==> src/sbsm_pkg.sv <==
// ----------------------------------------------------------------------------
// sbsm_pkg: serial bank switch mapper shared definitions
// Beat types, codes, reset values and the size mask helper.
// ----------------------------------------------------------------------------
package sbsm_pkg;

  localparam int OFFSET_BITS = 19;
  localparam int CFG_IDX_W   = 3;
  // program bank bits above the 16 KB page offset
  localparam int PRG_BANK_W  = OFFSET_BITS - 14;

  typedef enum logic [1:0] {
    OP_CPU_RD = 2'd0,
    OP_CPU_WR = 2'd1,
    OP_PPU_RD = 2'd2,
    OP_PPU_WR = 2'd3
  } op_e;

  typedef enum logic [2:0] {
    TGT_NONE      = 3'd0,
    TGT_PRG_ROM   = 3'd1,
    TGT_PRG_RAM   = 3'd2,
    TGT_PRG_NVRAM = 3'd3,
    TGT_CHR_ROM   = 3'd4,
    TGT_CHR_RAM   = 3'd5
  } target_e;

  localparam logic [1:0] RAM_KIND_WORK    = 2'd1;
  localparam logic [1:0] RAM_KIND_BATTERY = 2'd2;
  localparam logic [1:0] CHR_KIND_ROM     = 2'd1;
  localparam logic [1:0] CHR_KIND_RAM     = 2'd2;

  localparam logic [CFG_IDX_W-1:0] REG_PRG_ROM_SIZE = 3'd0;
  localparam logic [CFG_IDX_W-1:0] REG_PRG_RAM_KIND = 3'd1;
  localparam logic [CFG_IDX_W-1:0] REG_PRG_RAM_SIZE = 3'd2;
  localparam logic [CFG_IDX_W-1:0] REG_CHR_KIND     = 3'd3;
  localparam logic [CFG_IDX_W-1:0] REG_CHR_SIZE     = 3'd4;

  // serial port register select, address bits 14:13
  localparam logic [1:0] SEL_CONTROL  = 2'd0;
  localparam logic [1:0] SEL_CHR_LOW  = 2'd1;
  localparam logic [1:0] SEL_CHR_HIGH = 2'd2;
  localparam logic [1:0] SEL_PRG      = 2'd3;

  localparam logic [1:0] PRG_MODE_FIX_FIRST = 2'd2;
  localparam logic [1:0] PRG_MODE_FIX_LAST  = 2'd3;

  localparam logic [4:0] CONTROL_RESET   = 5'h1C;
  localparam logic [4:0] CONTROL_FIX_SET = 5'h0C;
  localparam logic [2:0] LOAD_BITS       = 3'd5;
  localparam logic [4:0] PRG_LOG_MIN     = 5'd14;
  localparam logic [4:0] PRG_LOG_MAX     = 5'(OFFSET_BITS);

  localparam logic [4:0] CFG_PRG_ROM_SIZE_RST = 5'd15;
  localparam logic [1:0] CFG_PRG_RAM_KIND_RST = 2'd0;
  localparam logic [3:0] CFG_PRG_RAM_SIZE_RST = 4'd13;
  localparam logic [1:0] CFG_CHR_KIND_RST     = 2'd1;
  localparam logic [4:0] CFG_CHR_SIZE_RST     = 5'd13;

  typedef struct packed {
    logic [1:0]  op;
    logic [15:0] addr;
    logic [7:0]  wr_data;
  } in_item_t;

  typedef struct packed {
    logic [2:0]             target;
    logic [OFFSET_BITS-1:0] offset;
    logic                   write_enable;
    logic [1:0]             mirror;
  } out_item_t;

  typedef struct packed {
    logic [4:0] prg_rom_size_log2;
    logic [1:0] prg_ram_kind;
    logic [3:0] prg_ram_size_log2;
    logic [1:0] chr_kind;
    logic [4:0] chr_size_log2;
  } map_cfg_t;

  typedef struct packed {
    logic [4:0] shift_load;
    logic [2:0] bit_count;
    logic [4:0] control_reg;
    logic [4:0] char_bank_low;
    logic [4:0] char_bank_high;
    logic [4:0] program_bank;
  } map_state_t;

  // ones below bit lg, saturates at the offset width
  function automatic logic [OFFSET_BITS-1:0] size_mask(input logic [4:0] lg);
    logic [OFFSET_BITS-1:0] m;
    for (int i = 0; i < OFFSET_BITS; i++) begin
      m[i] = (32'(lg) > i);
    end
    return m;
  endfunction

endpackage

==> src/sbsm_xlate.sv <==
// ----------------------------------------------------------------------------
// sbsm_xlate: access decode and address translation
// Maps one bus access to target, offset and write enable, and works out the
// next serial load and bank register state.
// ----------------------------------------------------------------------------
module sbsm_xlate (
  input  sbsm_pkg::in_item_t   item,
  input  sbsm_pkg::map_cfg_t   cfg,
  input  sbsm_pkg::map_state_t state,
  output sbsm_pkg::out_item_t  result,
  output sbsm_pkg::map_state_t state_next
);
  import sbsm_pkg::*;

  logic [4:0]             prg_lg;
  logic [4:0]             bank_bits;
  logic [PRG_BANK_W-1:0]  win_mask;
  logic [1:0]             prg_mode;
  logic                   upper;
  logic [PRG_BANK_W-1:0]  rom_bank;
  logic [OFFSET_BITS-1:0] prg_off;
  logic [16:0]            chr_raw;
  logic [OFFSET_BITS-1:0] chr_off;
  logic [OFFSET_BITS-1:0] ram_off;
  logic [4:0]             shifted;
  logic [2:0]             count_inc;
  logic                   in_ram_win;

  // program ROM window
  always_comb begin
    if (cfg.prg_rom_size_log2 < PRG_LOG_MIN) begin
      prg_lg = PRG_LOG_MIN;
    end else if (cfg.prg_rom_size_log2 > PRG_LOG_MAX) begin
      prg_lg = PRG_LOG_MAX;
    end else begin
      prg_lg = cfg.prg_rom_size_log2;
    end
    bank_bits = prg_lg - PRG_LOG_MIN;
    for (int i = 0; i < PRG_BANK_W; i++) begin
      win_mask[i] = (32'(bank_bits) > i);
    end
    prg_mode = state.control_reg[3:2];
    upper    = item.addr[15] & item.addr[14];
    case (prg_mode)
      PRG_MODE_FIX_FIRST: rom_bank = upper ? PRG_BANK_W'(state.program_bank) : '0;
      PRG_MODE_FIX_LAST:  rom_bank = upper ? win_mask : PRG_BANK_W'(state.program_bank);
      default:            rom_bank = PRG_BANK_W'({state.program_bank[4:1], upper});
    endcase
    prg_off = {rom_bank & win_mask, item.addr[13:0]};
  end

  // character window
  always_comb begin
    if (!state.control_reg[4]) begin
      chr_raw = {state.char_bank_low[4:1], item.addr[12:0]};
    end else if (!item.addr[12]) begin
      chr_raw = {state.char_bank_low, item.addr[11:0]};
    end else begin
      chr_raw = {state.char_bank_high, item.addr[11:0]};
    end
    chr_off = OFFSET_BITS'(chr_raw) & size_mask(cfg.chr_size_log2);
    ram_off = OFFSET_BITS'(item.addr[12:0]) & size_mask({1'b0, cfg.prg_ram_size_log2});
  end

  assign in_ram_win = (item.addr[15:13] == 3'b011);

  always_comb begin
    result.target       = TGT_NONE;
    result.offset       = '0;
    result.write_enable = 1'b0;
    case (item.op)
      OP_CPU_RD, OP_CPU_WR: begin
        if (in_ram_win) begin
          if (cfg.prg_ram_kind inside {RAM_KIND_WORK, RAM_KIND_BATTERY}) begin
            result.target       = (cfg.prg_ram_kind == RAM_KIND_WORK) ?
                                  TGT_PRG_RAM : TGT_PRG_NVRAM;
            result.offset       = ram_off;
            result.write_enable = (item.op == OP_CPU_WR);
          end
        end else if (item.addr[15] && item.op == OP_CPU_RD) begin
          result.target = TGT_PRG_ROM;
          result.offset = prg_off;
        end
      end
      default: begin
        if (item.addr[15:13] == 3'b000) begin
          if (item.op == OP_PPU_RD && cfg.chr_kind == CHR_KIND_ROM) begin
            result.target = TGT_CHR_ROM;
            result.offset = chr_off;
          end else if (cfg.chr_kind == CHR_KIND_RAM) begin
            result.target       = TGT_CHR_RAM;
            result.offset       = chr_off;
            result.write_enable = (item.op == OP_PPU_WR);
          end
        end
      end
    endcase
    result.mirror = state_next.control_reg[1:0];
  end

  // serial register port
  assign shifted   = {item.wr_data[0], state.shift_load[4:1]};
  assign count_inc = state.bit_count + 3'd1;

  always_comb begin
    state_next = state;
    if (item.op == OP_CPU_WR && item.addr[15]) begin
      if (item.wr_data[7]) begin
        state_next.shift_load  = '0;
        state_next.bit_count   = '0;
        state_next.control_reg = state.control_reg | CONTROL_FIX_SET;
      end else if (count_inc == LOAD_BITS) begin
        state_next.shift_load = '0;
        state_next.bit_count  = '0;
        case (item.addr[14:13])
          SEL_CONTROL:  state_next.control_reg    = shifted;
          SEL_CHR_LOW:  state_next.char_bank_low  = shifted;
          SEL_CHR_HIGH: state_next.char_bank_high = shifted;
          SEL_PRG:      state_next.program_bank   = shifted;
          default:      state_next.program_bank   = shifted;
        endcase
      end else begin
        state_next.shift_load = shifted;
        state_next.bit_count  = count_inc;
      end
    end
  end

endmodule

==> src/serial_bank_switch_mapper_core.sv <==
// ----------------------------------------------------------------------------
// serial_bank_switch_mapper_core: serial bank switch memory mapper
// Translates CPU and PPU bus accesses to memory targets and offsets.
// ----------------------------------------------------------------------------
// Usage:
//   in:  one beat per bus access (op, addr, wr_data), valid/ready.
//   out: one beat per access (target, offset, write_enable, mirror).
//   cfg: register index and data, always ready; write only while idle.
// A beat accepted at an edge is written to the output register, or to the
// skid stage while out is stalled. Throughput is one beat per cycle while
// in_ready is high, set by the single decode pass that updates the mapper
// registers as the beat is accepted. The output register is backed by a
// one-beat skid stage, so a stalled receiver holds one more beat before
// in_ready drops; in_ready depends only on registered state.
// Reset clears both stages and loads the control register with fixed-last
// program mode, all banks zero, and the default memory configuration.
// ----------------------------------------------------------------------------
module serial_bank_switch_mapper_core (
  input  logic                                clk,
  input  logic                                rst,
  input  logic                                in_valid,
  output logic                                in_ready,
  input  sbsm_pkg::in_item_t                  in_data,
  output logic                                out_valid,
  input  logic                                out_ready,
  output sbsm_pkg::out_item_t                 out_data,
  input  logic                                cfg_valid,
  output logic                                cfg_ready,
  input  logic [sbsm_pkg::CFG_IDX_W-1:0]      cfg_index,
  input  logic [7:0]                          cfg_data
);
  import sbsm_pkg::*;

  map_cfg_t   cfg;
  map_state_t state;
  map_state_t state_next;
  out_item_t  result;
  out_item_t  skid;
  logic       skid_valid;
  logic       accept;

  assign cfg_ready = 1'b1;
  assign in_ready  = !skid_valid;
  assign accept    = in_valid && in_ready;

  sbsm_xlate u_xlate (
    .item       (in_data),
    .cfg        (cfg),
    .state      (state),
    .result     (result),
    .state_next (state_next)
  );

  always_ff @(posedge clk) begin
    if (rst) begin
      cfg.prg_rom_size_log2 <= CFG_PRG_ROM_SIZE_RST;
      cfg.prg_ram_kind      <= CFG_PRG_RAM_KIND_RST;
      cfg.prg_ram_size_log2 <= CFG_PRG_RAM_SIZE_RST;
      cfg.chr_kind          <= CFG_CHR_KIND_RST;
      cfg.chr_size_log2     <= CFG_CHR_SIZE_RST;
    end else if (cfg_valid) begin
      case (cfg_index)
        REG_PRG_ROM_SIZE: cfg.prg_rom_size_log2 <= cfg_data[4:0];
        REG_PRG_RAM_KIND: cfg.prg_ram_kind      <= cfg_data[1:0];
        REG_PRG_RAM_SIZE: cfg.prg_ram_size_log2 <= cfg_data[3:0];
        REG_CHR_KIND:     cfg.chr_kind          <= cfg_data[1:0];
        REG_CHR_SIZE:     cfg.chr_size_log2     <= cfg_data[4:0];
        default: ;
      endcase
    end
  end

  always_ff @(posedge clk) begin
    if (rst) begin
      state.shift_load     <= '0;
      state.bit_count      <= '0;
      state.control_reg    <= CONTROL_RESET;
      state.char_bank_low  <= '0;
      state.char_bank_high <= '0;
      state.program_bank   <= '0;
    end else if (accept) begin
      state <= state_next;
    end
  end

  always_ff @(posedge clk) begin
    if (rst) begin
      out_valid  <= 1'b0;
      skid_valid <= 1'b0;
    end else if (!out_valid || out_ready) begin
      if (skid_valid) begin
        out_valid  <= 1'b1;
        skid_valid <= 1'b0;
      end else begin
        out_valid <= accept;
      end
    end else if (accept) begin
      skid_valid <= 1'b1;
    end
  end

  always_ff @(posedge clk) begin
    if (!out_valid || out_ready) begin
      if (skid_valid) begin
        out_data <= skid;
      end else if (accept) begin
        out_data <= result;
      end
    end else if (accept) begin
      skid <= result;
    end
  end

`ifndef NO_ASSERTIONS
  a_skid_behind_out: assert property (@(posedge clk) disable iff (rst)
    skid_valid |-> out_valid)
    else $error("skid holds a beat while output is empty");

  a_stall_to_skid: assert property (@(posedge clk) disable iff (rst)
    (accept && out_valid && !out_ready) |=> skid_valid)
    else $error("beat accepted under stall was not captured");

  a_count_range: assert property (@(posedge clk) disable iff (rst)
    state.bit_count < LOAD_BITS)
    else $error("serial bit count out of range");

  a_none_clean: assert property (@(posedge clk) disable iff (rst)
    (out_valid && out_data.target == TGT_NONE) |->
      (out_data.offset == '0 && !out_data.write_enable))
    else $error("unmapped beat carries offset or write enable");
`endif

endmodule
==> config.mk <==
export PLATFORM = sky130hd
export DESIGN_NAME = serial_bank_switch_mapper_core
export DESIGN_NICKNAME = d
export VERILOG_FILES = /design/src/sbsm_pkg.sv /design/src/sbsm_xlate.sv /design/src/serial_bank_switch_mapper_core.sv
export SDC_FILE = /design/constraint.sdc
export NUM_CORES = 1
export LEC_CHECK = 0
export BUFFER_PORTS_ARGS = -buffer_cell sky130_fd_sc_hd__buf_4
export CELL_PAD_IN_SITES_DETAIL_PLACEMENT = 1
export CELL_PAD_IN_SITES_GLOBAL_PLACEMENT = 2
export CORE_UTILIZATION = 30
export DETAILED_ROUTE_END_ITERATION = 7
export GPL_TIMING_DRIVEN = 1
export PLACE_DENSITY_LB_ADDON = 0.1
export SLEW_MARGIN = 30
export SYNTH_ARGS = -nofsm -noshare
export SYNTH_HDL_FRONTEND = slang
export SYNTH_SLANG_ARGS = --single-unit
==> constraint.sdc <==
create_clock -name clk -period 2.6 [get_ports clk]
set_input_delay 0.13 -clock clk [delete_from_list [all_inputs] [get_ports clk]]
set_output_delay 0.13 -clock clk [all_outputs]
set_load 0.02 [all_outputs]
# Word-level counts from Yosys, hierarchy flattened
# Cells that the tools add are included.
op_classes:
  add_sub_neg: 2
  order_cmp: 41
  n_eq_ne: 18
  n_mux: 29
  bitwise_logic: 6
  n_reduce_logical: 30
ops:
  columns: ["operator", "count"]
  rows:
  - ["$mux 23", 4]
  - ["$mux 17", 3]
  - ["$mux 25", 2]
  - ["$mux 22", 2]
  - ["$gt 5x4->1 const B", 8]
  - ["$mux 20", 2]
  - ["$mux 5", 8]
  - ["$gt 4x4->1 const B", 7]
  - ["$gt 5x3->1 const B", 5]
  - ["$gt 5x1->1 const B", 4]
  - ["$gt 5x2->1 const B", 4]
  - ["$gt 5x5->1 const B", 4]
  - ["$reduce_and 5->1", 4]
  - ["$and 17x19->19", 1]
  - ["$eq 2x2->1 const B", 8]
  - ["$gt 4x3->1 const B", 4]
  - ["$reduce_and 2->1", 8]
  - ["$and 13x15->15", 1]
  - ["$mux 15", 1]
  - ["$mux 13", 1]
  - ["$pmux 5 s2", 1]
  - ["$eq 3x2->1 const B", 3]
  - ["$eq 2x1->1 const B", 4]
  - ["$gt 4x1->1 const B", 2]
  - ["19 further kinds", 35]
totals:
  regBits: 98
  output_inout_bits: 28
  wordCells: 149

# Logic depth before layout (Yosys ltp)
logic_depth:
  word_depth: 13
  ltp_mapped: 8
  ltp_nobuf: 8

# Modules after synthesis
# Synthesis repeated with hierarchy kept, for this count alone.
unflattened:
  hier_cells: 487
  hier_area_um2: 4921.0
by_module_without_submodules:
  columns: ["module", "n_inst", "cells_per_inst", "area_each_um2"]
  rows:
  - ["serial_bank_switch_mapper_core", 1, 281, 3529.6]
  - ["sbsm_xlate", 1, 206, 1391.3]

# Worst setup path after synthesis
# No wires, ideal clock.
synth_path:
  path_kind: "reg-to-reg"
  startpoint: "reg cfg[15] (netlist name)"
  endpoint: "reg out_data[17] in the netlist's numbering, data pin"
  setup_ns: 0.260
  t_arrival_ns: 1.844
  required_ns: 2.340
  slack_ns: 0.496
  stages_incl_launch_ff: 9
  period_less_slack_ns: 2.104
  cell_sequence: "dfxtp_1 > nor2_1 > nand3b_1 > ha_1 > xnor2_1 > or2_2 > o2111ai_1 > o41ai_2 > mux2_2"
synth_rtl:
  columns: ["item", "line", "text"]
  rows:
  - ["end signal: assignment", "serial_bank_switch_mapper_core.sv:105", "out_data <= skid;"]
  - ["end signal: assignment", "serial_bank_switch_mapper_core.sv:107", "out_data <= result;"]
  - ["end: declaration", "serial_bank_switch_mapper_core.sv:26", "output sbsm_pkg::out_item_t out_data,"]

==> results.md <==
* CTS tree: done
* Initial Utilization at 30.6%
* Vias in the first global route at 3513
* Wire length per cell at 17.8 um
* 1st-iter DRT viols at 155
* Post-route setup TNS at 0 ns
* # rows at 45
* Status: finished clean
* CTS clk-pin slew, worst paths at 0.07 ns
* Metal2 WL at 5580 um
* Hold Buf Count CTS at 0
* Most frequent cells in the layout: 68 x buf_4, 57 x nor2_1, 50 x edfxtp_1
* Crit start category: flip-flop
* Min Tclk post-route at 2.34 ns
* Sw Ratio at 23.7%
* Grt ovf at 0
* Placed cell count at 668
* Final Hold Fails at 0
* # resized after CTS at 0
* Layout cells sized above 1 at 25.2%
* Hold/Removal Path Class: in2reg
* Final ANT Viol Nets at 0
* Worst hold path stage count at 3
* Largest net degree at the start of global routing at 41
* CTS root buffer: clkbuf_16
* CP arrival at 2.44 ns
* Pre-CTS WS at 0.264 ns
* Total setup buffers inserted after CTS at 0
* Main synth FF type: edfxtp_1
* Cell Area, Synth at 4640 um2
* Drt drc at 0
* Die area at 16000 um2
* Commonest non-fill, non-tap cell in the layout: buf_4
* Post-DP Area at 5270 um2
* Clock network fraction of total power at 40.3%
* Fillers at 1678
* Normalized max-slew margin at 58.7%
* CP endpoint kind: flip-flop
* Critical path class: reg2reg
* Max H-tree Level at 3
* Total power at 3.31 mW
* Logic pwr share at 9.1%
* Max Fanout on Critical Path at 6
* Core area at 15100 um2
* Die width at 126 um
* Sequential area share after synthesis at 52.6%
* RSZ-0062 raised after global routing: no
* Switching power at 787 uW
* Worst skew pair latency at 0.35 ns
* CTS Buffer Depth at 2
* Int Pwr at 2.53 mW
* Final Core Density at 36.7%
* Buffers on Ports at 59
* Routed wire length at 12200 um
* Leakage at 2.14 nW
* Layout Skew at 0.0102 ns
* # IOs at 70
* Synth Area per Inst at 10.6 um2
* Synthesized Nets at 486
* Worst R2R Path Depth at 8
* Fmax at 427 MHz
* Initial antenna violation count at 0
* Gr usage total at 16.3%
* Max Transition Viols Final at 0
* Setup-failing EPs final at 0
* Non-Filler Instances at 684
* Top routing layer used: met4
* Post-synth EDFFs at 50
* Clk sinks at 97
* Flop pwr share at 50.6%
* First-pass DRT Iterations at 4
* Avg Vias per Cell at 5.06
* #FFs+latches synth at 97
* Fin crit share at 90.1%
* Synthesis Warnings at 0
* Final GP Congestion at 0.755
* Maximum vdd ir drop at 0.290 mV
* Area Overhead vs Synth at 19.8%
* Worst slew pin tran at 0.620 ns
* Ys async rst share at 0%
* Chip height at 126 um
* Via count at 3463
* Global-route wire length before repair at 19700 um
* Synth Instances at 438
* Inserted Diodes at 0
* Total CTS buffers at 9
* Hold WS at 0.0120 ns
* Setup ws final at 0.257 ns
* Nets at 539
* Final HPWL DP at 8970 um
* CP Data Required Time at 2.70 ns
* Pwr Density at 596 nW/um2
* Netlist cell types at 62
* # Max-Cap Violations at 0
* Routed length on met3 at 334 um
* M1 wire length at 6080 um
* Final instance area at 5560 um2
## worst max-delay path, cell delays in order, from the launching register on
cell and delay (ns):
dfxtp_1 0.36, nor2_1 0.21, nand3b_1 0.16, ha_1 0.25, xnor2_1 0.14, or2_2 0.31, o2111ai_1 0.25, o41ai_2 0.14
mux2_2 0.28
## cells by family (layout without fill, tap and decap cells)
group	after synthesis	in the layout	share of synthesized area, %
buf+inv	38	96	3.53
compound gates	90	90	13.2
fa+ha+maj	6	6	1.62
flops	97	97	52.6
xor+xnor	2	2	0.378
mux	51	51	11.6
simple gates	153	153	16.9
other cells	1	1	0.0808
## sequential cells by signal (all words and copies together), names as in the netlist
signal and count:
skid_valid 1, state 27, skid 25, cfg 18, out_data 25, out_valid 1
## cells in the mapped netlist, drive strengths merged (3+ instances only)
library cell | count | share of area (%)
nor3 | 10 | 1.2
o31a | 3 | 0.57
edfxtp | 50 | 32
o211ai | 6 | 0.97
inv | 12 | 0.97
nor2b | 4 | 0.54
or2 | 4 | 0.54
nor3b | 4 | 0.75
a31oi | 4 | 0.54
nand2 | 34 | 2.8
and2 | 3 | 0.40
o21ai | 12 | 1.3
nor4 | 5 | 1.6
ha | 6 | 1.6
dfxtp | 47 | 20
nand3 | 13 | 1.4
a22oi | 4 | 0.65
mux2i | 27 | 5.8
a21o | 4 | 0.81
nor2 | 58 | 4.7
o21a | 6 | 0.97
mux2 | 24 | 5.8
a21oi | 29 | 3.1
clkbuf | 20 | 1.6
buf | 6 | 0.94
nand2b | 7 | 0.94
o22ai | 6 | 0.81
## power by group through the flow
| stage | logic, mW | registers (mW) | clock network [mW] |
|---|---|---|---|
| final | 0.302 | 1.68 | 1.33 |
| after global placement | 0.303 | 1.71 | 0 |
| after floorplan | 0.140 | 1.74 | 0 |
| after global routing | 0.329 | 1.68 | 1.42 |
| after CTS | 0.308 | 1.68 | 1.38 |
| after detailed placement | 0.307 | 1.71 | 0 |
## metal layers
layer | vias to the layer above | track usage [%]
li1 | 1694 | -
met1 | 1693 | 22.3
met2 | 63 | 25.8
met3 | 13 | 2.24
met4 | 0 | 6.87
met5 | - | 0
## final timing paths
check,startpoint,to,slack (ns)
worst max-delay path,cfg[15],out_data[17],0.26
worst min-delay path,cfg_data[3],cfg[3],0.01
worst max register to register,cfg[15],out_data[17],0.26
worst min register to register,cfg[11],cfg[11],0.48
## layout make-up
class                   count  area [um2]  share of cell area [%]
clock inverters             5        57.6                    1.04
flip-flops and latches     97        2440                    43.9
repair buffers             68         510                    9.18
well taps                 188         235                    4.23
multi-input cells         303        2040                    36.6
clock buffers              11         233                    4.19
inverters                  12        45.0                   0.810
No activity file was read; power rests on OpenSTA's default activity.
